--- src/hw/rtl/gfph_pkg.sv ---
package gfph_pkg;

    // Channel limit of one fleet.
    localparam int unsigned MAX_CHANNELS = 8;

    // Field widths.
    localparam int unsigned IDX_W      = 4;
    localparam int unsigned UNIT_W     = 4;
    localparam int unsigned RATED_W    = 27;
    localparam int unsigned MEAS_W     = 27;
    localparam int unsigned REQ_W      = 28;
    localparam int unsigned HEAD_W     = 23;
    localparam int unsigned S_DATA_W   = 144;
    localparam int unsigned M_DATA_W   = 112;

    // Saturation limits of the counters and sums.
    localparam logic [IDX_W-1:0]   IDX_MAX   = '1;
    localparam logic [UNIT_W-1:0]  UNIT_MAX  = '1;
    localparam logic [RATED_W-1:0] RATED_MAX = '1;
    localparam logic [MEAS_W-1:0]  MEAS_MAX  = '1;
    localparam logic [REQ_W-1:0]   REQ_MAX   = '1;

    // Loading is in 0.01 %, so full load is 10000.
    localparam logic signed [15:0] LOAD_FULL  = 16'sd10000;
    localparam logic [36:0]        ROUND_HALF = 37'd5000;

    // floor(x / 10000) == (x * RECIP_M) >> RECIP_SHIFT for x below 1.5e11.
    localparam logic [36:0] RECIP_M     = 37'd112589990685;
    localparam int unsigned RECIP_SHIFT = 50;
    localparam logic [18:0] RECIP_ML    = RECIP_M[18:0];
    localparam logic [17:0] RECIP_MH    = RECIP_M[36:19];

    // Decoded channel, carried along the pipeline.
    typedef struct packed {
        logic              cfg;
        logic              param_bad;
        logic              closed_stopped;
        logic              closed;
        logic              meter_bad;
        logic [22:0]       rating;
        logic [22:0]       metered;
        logic [22:0]       reserve;
        logic [22:0]       margin;
        logic signed [23:0] load;
        logic              last;
    } chan_t;

endpackage

--- src/hw/rtl/generator_fleet_pv_headroom_top.sv ---
// Generator fleet aggregation with PV headroom. Each input transfer carries one
// generator channel; s_tlast marks the final channel of a fleet. Commissioned
// channels are checked (fresh evidence, positive rating, loading 0..100.00 %,
// non-negative reserve and margin, no closed breaker on a stopped machine, and a
// fresh non-negative meter reading on a closed breaker); the first failure, or
// any channel past gfph_pkg::MAX_CHANNELS, latches a conflict and the rest of
// the fleet is ignored. Closed-breaker channels add to a unit count and to
// saturating sums of rated, measured and required minimum power, where the
// required minimum is rating * loading / 10000 rounded half up, plus reserve,
// plus margin. The final channel produces one result transfer carrying validity,
// conflict, the count, the sums and the PV headroom (load minus required sum,
// floored at zero); all sums and the headroom read zero when the result is not
// valid, and the fleet state clears for the next fleet. Throughput is one
// channel per clock while the pipeline is not held. A result travels from the
// input register through a decode and product stage, a reciprocal
// partial-product stage, a quotient stage and a required-power stage, and
// finally from the accumulator stage into the output register. The pipeline
// only holds when a final channel reaches the accumulator while the previous
// result has not been taken; items that produce no result keep flowing past
// a waiting result.
module generator_fleet_pv_headroom_top (
    input  logic                           aclk,
    input  logic                           aresetn,
    // Input channel.
    input  logic                           s_tvalid,
    output logic                           s_tready,
    // From bit 0: channel_configured, evidence_ok, breaker_is_closed,
    // machine_running, meter_fresh, rating_kw[23:0], min_loading[15:0],
    // reserve_power[23:0], reverse_margin[23:0], metered_kw[23:0],
    // facility_load[23:0], then three zero bits.
    input  logic [gfph_pkg::S_DATA_W-1:0]  s_tdata,
    // last_channel.
    input  logic                           s_tlast,
    // Result channel.
    output logic                           m_tvalid,
    input  logic                           m_tready,
    // From bit 0: fleet_valid, fleet_conflict, running_units[3:0],
    // total_rated[26:0], total_measured[26:0], total_required[27:0],
    // pv_headroom[22:0], then one zero bit.
    output logic [gfph_pkg::M_DATA_W-1:0]  m_tdata
);

    // Pipeline valids and stage enables. A stage loads when it is empty or
    // when the stage after it loads this cycle.
    logic v1_reg, v2_reg, v3_reg, v4_reg, v5_reg;
    logic en2, en3, en4, en5;
    logic fire5;
    logic out_free;

    // Stage 1: raw input register.
    logic [gfph_pkg::S_DATA_W-1:0] d1_reg;
    logic                          last1_reg;

    // Stage 2: decoded channel and rating * loading.
    gfph_pkg::chan_t ch2_reg, ch2_next;
    logic [36:0]     prod2_reg, prod2_next;

    // Stage 3: partial products of (prod + 5000) * RECIP_M.
    gfph_pkg::chan_t ch3_reg;
    logic [37:0]     pp_ll_reg, pp_ll_next;
    logic [36:0]     pp_lh_reg, pp_lh_next;
    logic [36:0]     pp_hl_reg, pp_hl_next;
    logic [35:0]     pp_hh_reg, pp_hh_next;
    logic [36:0]     x3;

    // Stage 4: rounded quotient.
    gfph_pkg::chan_t ch4_reg;
    logic [23:0]     q4_reg, q4_next;
    logic [73:0]     sum4;

    // Stage 5: required minimum power of this channel.
    gfph_pkg::chan_t ch5_reg;
    logic [25:0]     req5_reg, req5_next;

    // Fleet state.
    logic [gfph_pkg::IDX_W-1:0]   chan_idx_reg, chan_idx_next;
    logic [gfph_pkg::UNIT_W-1:0]  units_reg, units_next;
    logic [gfph_pkg::RATED_W-1:0] rated_reg, rated_next;
    logic [gfph_pkg::MEAS_W-1:0]  meas_reg, meas_next;
    logic [gfph_pkg::REQ_W-1:0]   req_sum_reg, req_sum_next;
    logic                         seen_reg, seen_next;
    logic                         conflict_reg, conflict_next;

    logic                         over_limit;
    logic                         chan_fail;
    logic [gfph_pkg::RATED_W:0]   rated_add;
    logic [gfph_pkg::MEAS_W:0]    meas_add;
    logic [gfph_pkg::REQ_W:0]     req_add;

    // Result.
    logic                          res_valid;
    logic [gfph_pkg::HEAD_W-1:0]   head;
    logic                          m_tvalid_reg;
    logic [gfph_pkg::M_DATA_W-1:0] m_data_reg, m_data_next;

    // Handshake and stall chain. Only a final channel needs the output slot.
    assign out_free = !m_tvalid_reg || m_tready;
    assign fire5    = v5_reg && (!ch5_reg.last || out_free);
    assign en5      = !v5_reg || fire5;
    assign en4      = !v4_reg || en5;
    assign en3      = !v3_reg || en4;
    assign en2      = !v2_reg || en3;
    assign s_tready = !v1_reg || en2;

    always_ff @(posedge aclk) begin
        if (!aresetn) begin
            v1_reg <= 1'b0;
            v2_reg <= 1'b0;
            v3_reg <= 1'b0;
            v4_reg <= 1'b0;
            v5_reg <= 1'b0;
        end else begin
            if (s_tready) v1_reg <= s_tvalid;
            if (en2)      v2_reg <= v1_reg;
            if (en3)      v3_reg <= v2_reg;
            if (en4)      v4_reg <= v3_reg;
            if (en5)      v5_reg <= v4_reg;
        end
    end

    // Stage 2 decode: every range check of a channel except the meter and
    // the fleet state, which are judged in the accumulator stage.
    always_comb begin
        logic signed [23:0] rating_s;
        logic signed [15:0] loading_s;
        logic signed [23:0] reserve_s;
        logic signed [23:0] margin_s;
        logic signed [23:0] metered_s;
        rating_s  = $signed(d1_reg[28:5]);
        loading_s = $signed(d1_reg[44:29]);
        reserve_s = $signed(d1_reg[68:45]);
        margin_s  = $signed(d1_reg[92:69]);
        metered_s = $signed(d1_reg[116:93]);

        ch2_next.cfg            = d1_reg[0];
        ch2_next.param_bad      = !d1_reg[1] || (rating_s <= 24'sd0) ||
                                  (loading_s < 16'sd0) ||
                                  (loading_s > gfph_pkg::LOAD_FULL) ||
                                  (reserve_s < 24'sd0) || (margin_s < 24'sd0);
        ch2_next.closed_stopped = d1_reg[2] && !d1_reg[3];
        ch2_next.closed         = d1_reg[2];
        ch2_next.meter_bad      = !d1_reg[4] || metered_s[23];
        ch2_next.rating         = rating_s[22:0];
        ch2_next.metered        = metered_s[22:0];
        ch2_next.reserve        = reserve_s[22:0];
        ch2_next.margin         = margin_s[22:0];
        ch2_next.load           = $signed(d1_reg[140:117]);
        ch2_next.last           = last1_reg;

        // Only used when the checks pass, so loading fits in 14 bits.
        prod2_next = {14'b0, rating_s[22:0]} * {23'b0, loading_s[13:0]};
    end

    // Stage 3: reciprocal multiply split into four partial products.
    assign x3         = prod2_reg + gfph_pkg::ROUND_HALF;
    assign pp_ll_next = {19'b0, x3[18:0]}  * {19'b0, gfph_pkg::RECIP_ML};
    assign pp_lh_next = {18'b0, x3[18:0]}  * {19'b0, gfph_pkg::RECIP_MH};
    assign pp_hl_next = {19'b0, x3[36:19]} * {18'b0, gfph_pkg::RECIP_ML};
    assign pp_hh_next = {18'b0, x3[36:19]} * {18'b0, gfph_pkg::RECIP_MH};

    // Stage 4: combine the partial products and keep the quotient.
    assign sum4 = {36'b0, pp_ll_reg} + ({37'b0, pp_lh_reg} << 19) +
                  ({37'b0, pp_hl_reg} << 19) + ({38'b0, pp_hh_reg} << 38);
    assign q4_next = sum4[73:gfph_pkg::RECIP_SHIFT];

    // Stage 5: required minimum = quotient + reserve + margin.
    assign req5_next = {2'b0, q4_reg} + {3'b0, ch4_reg.reserve} +
                       {3'b0, ch4_reg.margin};

    always_ff @(posedge aclk) begin
        if (s_tready && s_tvalid) begin
            d1_reg    <= s_tdata;
            last1_reg <= s_tlast;
        end
        if (en2) begin
            ch2_reg   <= ch2_next;
            prod2_reg <= prod2_next;
        end
        if (en3) begin
            ch3_reg   <= ch2_reg;
            pp_ll_reg <= pp_ll_next;
            pp_lh_reg <= pp_lh_next;
            pp_hl_reg <= pp_hl_next;
            pp_hh_reg <= pp_hh_next;
        end
        if (en4) begin
            ch4_reg <= ch3_reg;
            q4_reg  <= q4_next;
        end
        if (en5) begin
            ch5_reg  <= ch4_reg;
            req5_reg <= req5_next;
        end
    end

    // Accumulator stage: fleet state after the channel in stage 5.
    assign over_limit = chan_idx_reg >= gfph_pkg::IDX_W'(gfph_pkg::MAX_CHANNELS);
    assign chan_fail  = ch5_reg.param_bad || ch5_reg.closed_stopped ||
                        (ch5_reg.closed && ch5_reg.meter_bad);
    assign rated_add  = {1'b0, rated_reg} + {5'b0, ch5_reg.rating};
    assign meas_add   = {1'b0, meas_reg} + {5'b0, ch5_reg.metered};
    assign req_add    = {1'b0, req_sum_reg} + {3'b0, req5_reg};

    always_comb begin
        units_next    = units_reg;
        rated_next    = rated_reg;
        meas_next     = meas_reg;
        req_sum_next  = req_sum_reg;
        seen_next     = seen_reg;
        conflict_next = conflict_reg;
        chan_idx_next = (chan_idx_reg == gfph_pkg::IDX_MAX) ? chan_idx_reg
                                                            : chan_idx_reg + 1'b1;
        if (over_limit) begin
            conflict_next = 1'b1;
        end else if (!conflict_reg && ch5_reg.cfg) begin
            seen_next = 1'b1;
            if (chan_fail) begin
                conflict_next = 1'b1;
            end else if (ch5_reg.closed) begin
                if (units_reg != gfph_pkg::UNIT_MAX) units_next = units_reg + 1'b1;
                rated_next   = rated_add[gfph_pkg::RATED_W] ? gfph_pkg::RATED_MAX
                                                            : rated_add[gfph_pkg::RATED_W-1:0];
                meas_next    = meas_add[gfph_pkg::MEAS_W] ? gfph_pkg::MEAS_MAX
                                                          : meas_add[gfph_pkg::MEAS_W-1:0];
                req_sum_next = req_add[gfph_pkg::REQ_W] ? gfph_pkg::REQ_MAX
                                                        : req_add[gfph_pkg::REQ_W-1:0];
            end
        end
    end

    // Result fields, built from the state after the final channel.
    assign res_valid = seen_next && !conflict_next && (units_next != '0);

    always_comb begin
        head = '0;
        if (res_valid && !ch5_reg.load[23] &&
            ({5'b0, ch5_reg.load[22:0]} > req_sum_next)) begin
            head = ch5_reg.load[22:0] - req_sum_next[22:0];
        end
        m_data_next = {1'b0, head,
                       res_valid ? req_sum_next : '0,
                       res_valid ? meas_next    : '0,
                       res_valid ? rated_next   : '0,
                       res_valid ? units_next   : '0,
                       conflict_next, res_valid};
    end

    always_ff @(posedge aclk) begin
        if (!aresetn) begin
            chan_idx_reg <= '0;
            units_reg    <= '0;
            rated_reg    <= '0;
            meas_reg     <= '0;
            req_sum_reg  <= '0;
            seen_reg     <= 1'b0;
            conflict_reg <= 1'b0;
        end else if (fire5) begin
            if (ch5_reg.last) begin
                chan_idx_reg <= '0;
                units_reg    <= '0;
                rated_reg    <= '0;
                meas_reg     <= '0;
                req_sum_reg  <= '0;
                seen_reg     <= 1'b0;
                conflict_reg <= 1'b0;
            end else begin
                chan_idx_reg <= chan_idx_next;
                units_reg    <= units_next;
                rated_reg    <= rated_next;
                meas_reg     <= meas_next;
                req_sum_reg  <= req_sum_next;
                seen_reg     <= seen_next;
                conflict_reg <= conflict_next;
            end
        end
    end

    // Output register.
    always_ff @(posedge aclk) begin
        if (!aresetn) begin
            m_tvalid_reg <= 1'b0;
        end else if (fire5 && ch5_reg.last) begin
            m_tvalid_reg <= 1'b1;
        end else if (m_tready) begin
            m_tvalid_reg <= 1'b0;
        end
    end

    always_ff @(posedge aclk) begin
        if (fire5 && ch5_reg.last) begin
            m_data_reg <= m_data_next;
        end
    end

    assign m_tvalid = m_tvalid_reg;
    assign m_tdata  = m_data_reg;

    // A valid fleet result always counts at least one running unit.
    a_valid_has_units: assert property (@(posedge aclk) disable iff (!aresetn)
        m_tvalid_reg && m_data_reg[0] |-> m_data_reg[5:2] != '0)
        else $error("valid fleet result with zero running units");

    // An invalid result carries no count, sums or headroom.
    a_invalid_zeroed: assert property (@(posedge aclk) disable iff (!aresetn)
        m_tvalid_reg && !m_data_reg[0] |-> m_data_reg[110:2] == '0)
        else $error("invalid fleet result with nonzero sums");

    // A result is never both valid and in conflict.
    a_valid_no_conflict: assert property (@(posedge aclk) disable iff (!aresetn)
        m_tvalid_reg |-> !(m_data_reg[0] && m_data_reg[1]))
        else $error("fleet result both valid and in conflict");

    // Retiring a final channel clears the fleet state.
    a_fleet_clear: assert property (@(posedge aclk) disable iff (!aresetn)
        fire5 && ch5_reg.last |=> chan_idx_reg == '0 && !conflict_reg && !seen_reg)
        else $error("fleet state not cleared after final channel");

endmodule

--- config.mk ---
export PLATFORM = sky130hd
export DESIGN_NAME = generator_fleet_pv_headroom_top
export DESIGN_NICKNAME = d
export VERILOG_FILES = /design/src/hw/rtl/gfph_pkg.sv /design/src/hw/rtl/generator_fleet_pv_headroom_top.sv
export SDC_FILE = /design/constraint.sdc
export NUM_CORES = 2
export LEC_CHECK = 0
export ABC_CLOCK_PERIOD_IN_PS = 16400
export BUFFER_PORTS_ARGS = -buffer_cell sky130_fd_sc_hd__buf_4
export CORE_MARGIN = 2
export CORE_UTILIZATION = 35
export DETAILED_ROUTE_END_ITERATION = 10
export SETUP_SLACK_MARGIN = 0.15
export SLEW_MARGIN = 20
export SYNTH_ARGS = -nofsm -noshare
export SYNTH_HDL_FRONTEND = slang
export SYNTH_SLANG_ARGS = --single-unit
export TNS_END_PERCENT = 30
--- constraint.sdc ---
create_clock -name aclk -period 16.4 [get_ports aclk]
set_input_delay 2.46 -clock aclk [delete_from_list [all_inputs] [get_ports aclk]]
set_output_delay 2.46 -clock aclk [all_outputs]
set_load 0.01 [all_outputs]
==> summary.md <==
| Metric | Value |
|---|---|
| Number of vias per cell | a little under 5 |
| Horiz. Die Dim | ~460 µm |
| Number of clock buffers inserted by TritonCTS | about 100 |
| Cell with the most instances on the worst path | inv_1 |
| Count of pins on the block boundary | roughly 260 |
| Area share of the largest cell type after synthesis | 36.6% |
| Kind of end point of the critical path | flip-flop |
| Most frequent cells after synthesis | 1125 x inv_1, 903 x edfxtp_1, 803 x fa_1, 775 x ha_1, 332 x nand2_1 |
| Vias | around 46000 |
| Post-CTS Hold Buffers | 0 |
| Setup TNS after final layout | 0 ps |
| First-pass GRT wire length | between 200 and 300 mm |
| Avg WL per Cell | 19.1 µm |
| Setup Viol. Count Final | 0 |
| Achievable clock frequency | approximately 0.10 GHz |
| Startpoint kind of the worst setup timing path | flip-flop |
| Post-synth design cell area | ~74000 µm² |
| Most frequently used flop master after synthesis | edfxtp_1 |
| Die span in y | ~460 µm |
| Relative slew margins | 24.5% |
| DRC violation count after routing | 0 |
| Slew at the pin closest to its max-slew limit | between 1000 and 1500 ps |
| Grt ovf | 0 |
| Number of antenna violations at the first check in global routing | 4 |
| Hold slack | ~400 ps |
| Worst hold path startpoint | ch4_reg[100] |
| Floorplan Core Area | between 200000 and 250000 µm² |
| Number of detailed-routing iterations run before antenna repair | 5 |
| Maximum single-stage delay on the critical path | ~740 ps |
| Clock-pin slew of the registers on the worst-case setup and hold paths | 60 ps |
| Slowest cell on the critical path | xnor2_2 |
| Buffers inserted during post-CTS setup optimization | 0 |
| Number of fillers in the final layout | 19900 |
| Cell Area, Placed | 79800 µm² |
| Data required, critical path | between 15000 and 20000 ps |
| DRT iter0 DRCs | 3122 |
| Number of max-slew violations in the final report | 0 |
| Number of global-route vias before repair | about 48000 |
| CTS tree | yes |
| Post-synthesis instance total | between 6000 and 7000 |
| Layout cells sized above 1 | under 10% |
| Min-Delay Path Depth | 0 |
| Proportion of register bits with asynchronous set or reset after synthesis | 0% |
| Mean Syn Cell Area | roughly 12 µm² |
| Total number of clock tree sinks | about 1000 |
| Worst Reg2Reg Path Length in Cells | 31 |
| Final HPWL DP | approximately 140 mm |
| Final number of hold-violating endpoints | 0 |
| Root buffer cell | clkbuf_16 |
| Period minus WS final | between 9000 and 10000 ps |
| Number of flip-flops in the largest register | approximately 140 |
| Sequential cell area fraction in the yosys report | between 30 and 40% |
| Result of the run | finished, final reports clean |
| Final non-filler cell total | 9469 |
| Clock Latency Late Sink | approximately 750 ps |
| Final worst path period share | between 50% and 60% |
| Post-cts sizing count | 0 |
| Area occupied by multi-input gates | about 41000 µm² |
| IO Port Bufs | 258 |
| R2r startpoint | prod2_reg[3] |
| Global-route usage over all layers | between 10% and 20% |
| Number of enable-type register cells in the synthesized netlist | 903 |
| Setup slack on the worst flop-to-flop path | roughly 6800 ps |
| Number of max-capacitance violations reported | 0 |
| Clock skew after layout | ~24 ps |
| Library cell with the largest summed area after synthesis | edfxtp_1 |
| Layout Nets | 8303 |
| Final GP Congestion | ~0.93 |
| Synth area leaders | edfxtp_1 37%, fa_1 22%, ha_1 13% |
| Path type of the worst setup path | reg -> reg |
| Tightest Hold Check Type | reg -> reg |
| Post-route design area | approximately 83000 µm² |
| CTS HTree Levels | 3 |
| RSZ-0062 raised after global routing | false |
| ANT nets after route | 0 |
| Endpoint, Worst Hold | ch5_reg[100] |
| Register Area | 29100 µm² |
| Cells after DPL | around 9000 |
| Effective utilization at floorplan | 35.3% |
| Critical-path maximum fanout | 7 |
| Core Rows | between 150 and 200 |
| Worst flop-to-flop path endpoint | pp_hl_reg[35] |
| Layout area overhead | 12.3% |
| Synthesized net count | around 8000 |
| Full die area | roughly 220000 µm² |
| Dominant cell by count in the synthesized netlist | inv_1 |
| Pin count of the biggest net entering global routing | 83 |
| Synth Warn # | 0 |
| Unique cell type count in the Yosys netlist | 90 |
| Number of buffers between clock root and the deepest sink | 3 |
| Sum of routed wire length over all layers | roughly 180 mm |
| Number of synthesized register bits | between 1000 and 1500 |
| Endpoint arrival time on the critical path | 10030 ps |
==> stage by stage <==
step                util [%]  setup WS [ps]
floorplan                  -           5740
global route            39.6           6270
CTS                     39.6           6820
global placement        38.0           6970
detailed placement      38.0           6880
finish                  39.6           6820
==> kinds of logic (layout without fill, tap and decap cells) <==
kind of cell / Yosys count / in the layout / share of synthesized area (%)
xor gates and xnor gates: 292 / 292 / 3.45
buffers and inverters: 1241 / 1643 / 6.31
other: 1 / 2 / 0.00506
muxes: 5 / 5 / 0.0675
and+or+nand+nor: 1209 / 1209 / 7.93
DFF: 1001 / 1001 / 39.2
adders and majority gates: 1578 / 1578 / 34.8
AOI/OAI and AO/OA: 934 / 934 / 8.28
==> per-layer routing <==
layer | wire length [µm] | up-vias | GRT usage (%)
met4 | 4780 | 2 | 5.24
met2 | 89900 | 1005 | 29.1
met3 | 7670 | 230 | 1.96
li1 | - | 21700 | -
met1 | 78600 | 23100 | 22.3
met5 | 10 | - | 0
==> cells in the final DEF, fill, tap and decap left out, types with 98 or more instances in the layout <==
cell          n
fa_1        803
nor2_1      310
xnor2_1     196
and2_1      208
edfxtp_1    903
nand2_1     330
buf_4       324
o21ai_0     180
a21o_1      112
clkbuf_16   106
dfxtp_1      98
a21oi_1     253
inv_1      1122
ha_1        775
==> critical path, delay by kind of cell (launching register included) <==
family          cells  cell delay (ps)
buf+inv             5              370
simple gates        9             1700
fa+ha+maj           8             3510
xor+xnor            1              740
compound gates      8             2460
flops               1              480
==> worst max-delay path by stage <==
stage	slack, ps	from	endpoint	depth (start not counted)
3_5_place_dp	6880	prod2_reg[3]	pp_hl_reg[35]	31
5_1_grt	6270	prod2_reg[3]	pp_hl_reg[35]	31
2_1_floorplan	5740	m_tready	d1_reg[0]	5
3_3_place_gp	6970	prod2_reg[3]	pp_hl_reg[35]	31
6_report	6820	prod2_reg[3]	pp_hl_reg[35]	31
4_1_cts	6820	prod2_reg[3]	pp_hl_reg[35]	31
==> cell type report <==
| cell class | instances | area share, % |
|---|---|---|
| Timing Repair Buffer | 326 | 2.95 |
| Clock inverter | 65 | 0.873 |
| Sequential cell | 1001 | 34.9 |
| Tap cell | 2805 | 4.21 |
| Multi-Input combinational cell | 4019 | 48.6 |
| Antenna cell | 1 | 0.00300 |
| Clock buffer | 126 | 3.33 |
| Inverter | 1126 | 5.09 |
Power is left out: the tool's default activity adds up to more than one toggle a clock period on the data nets, which glitch-free logic cannot reach.
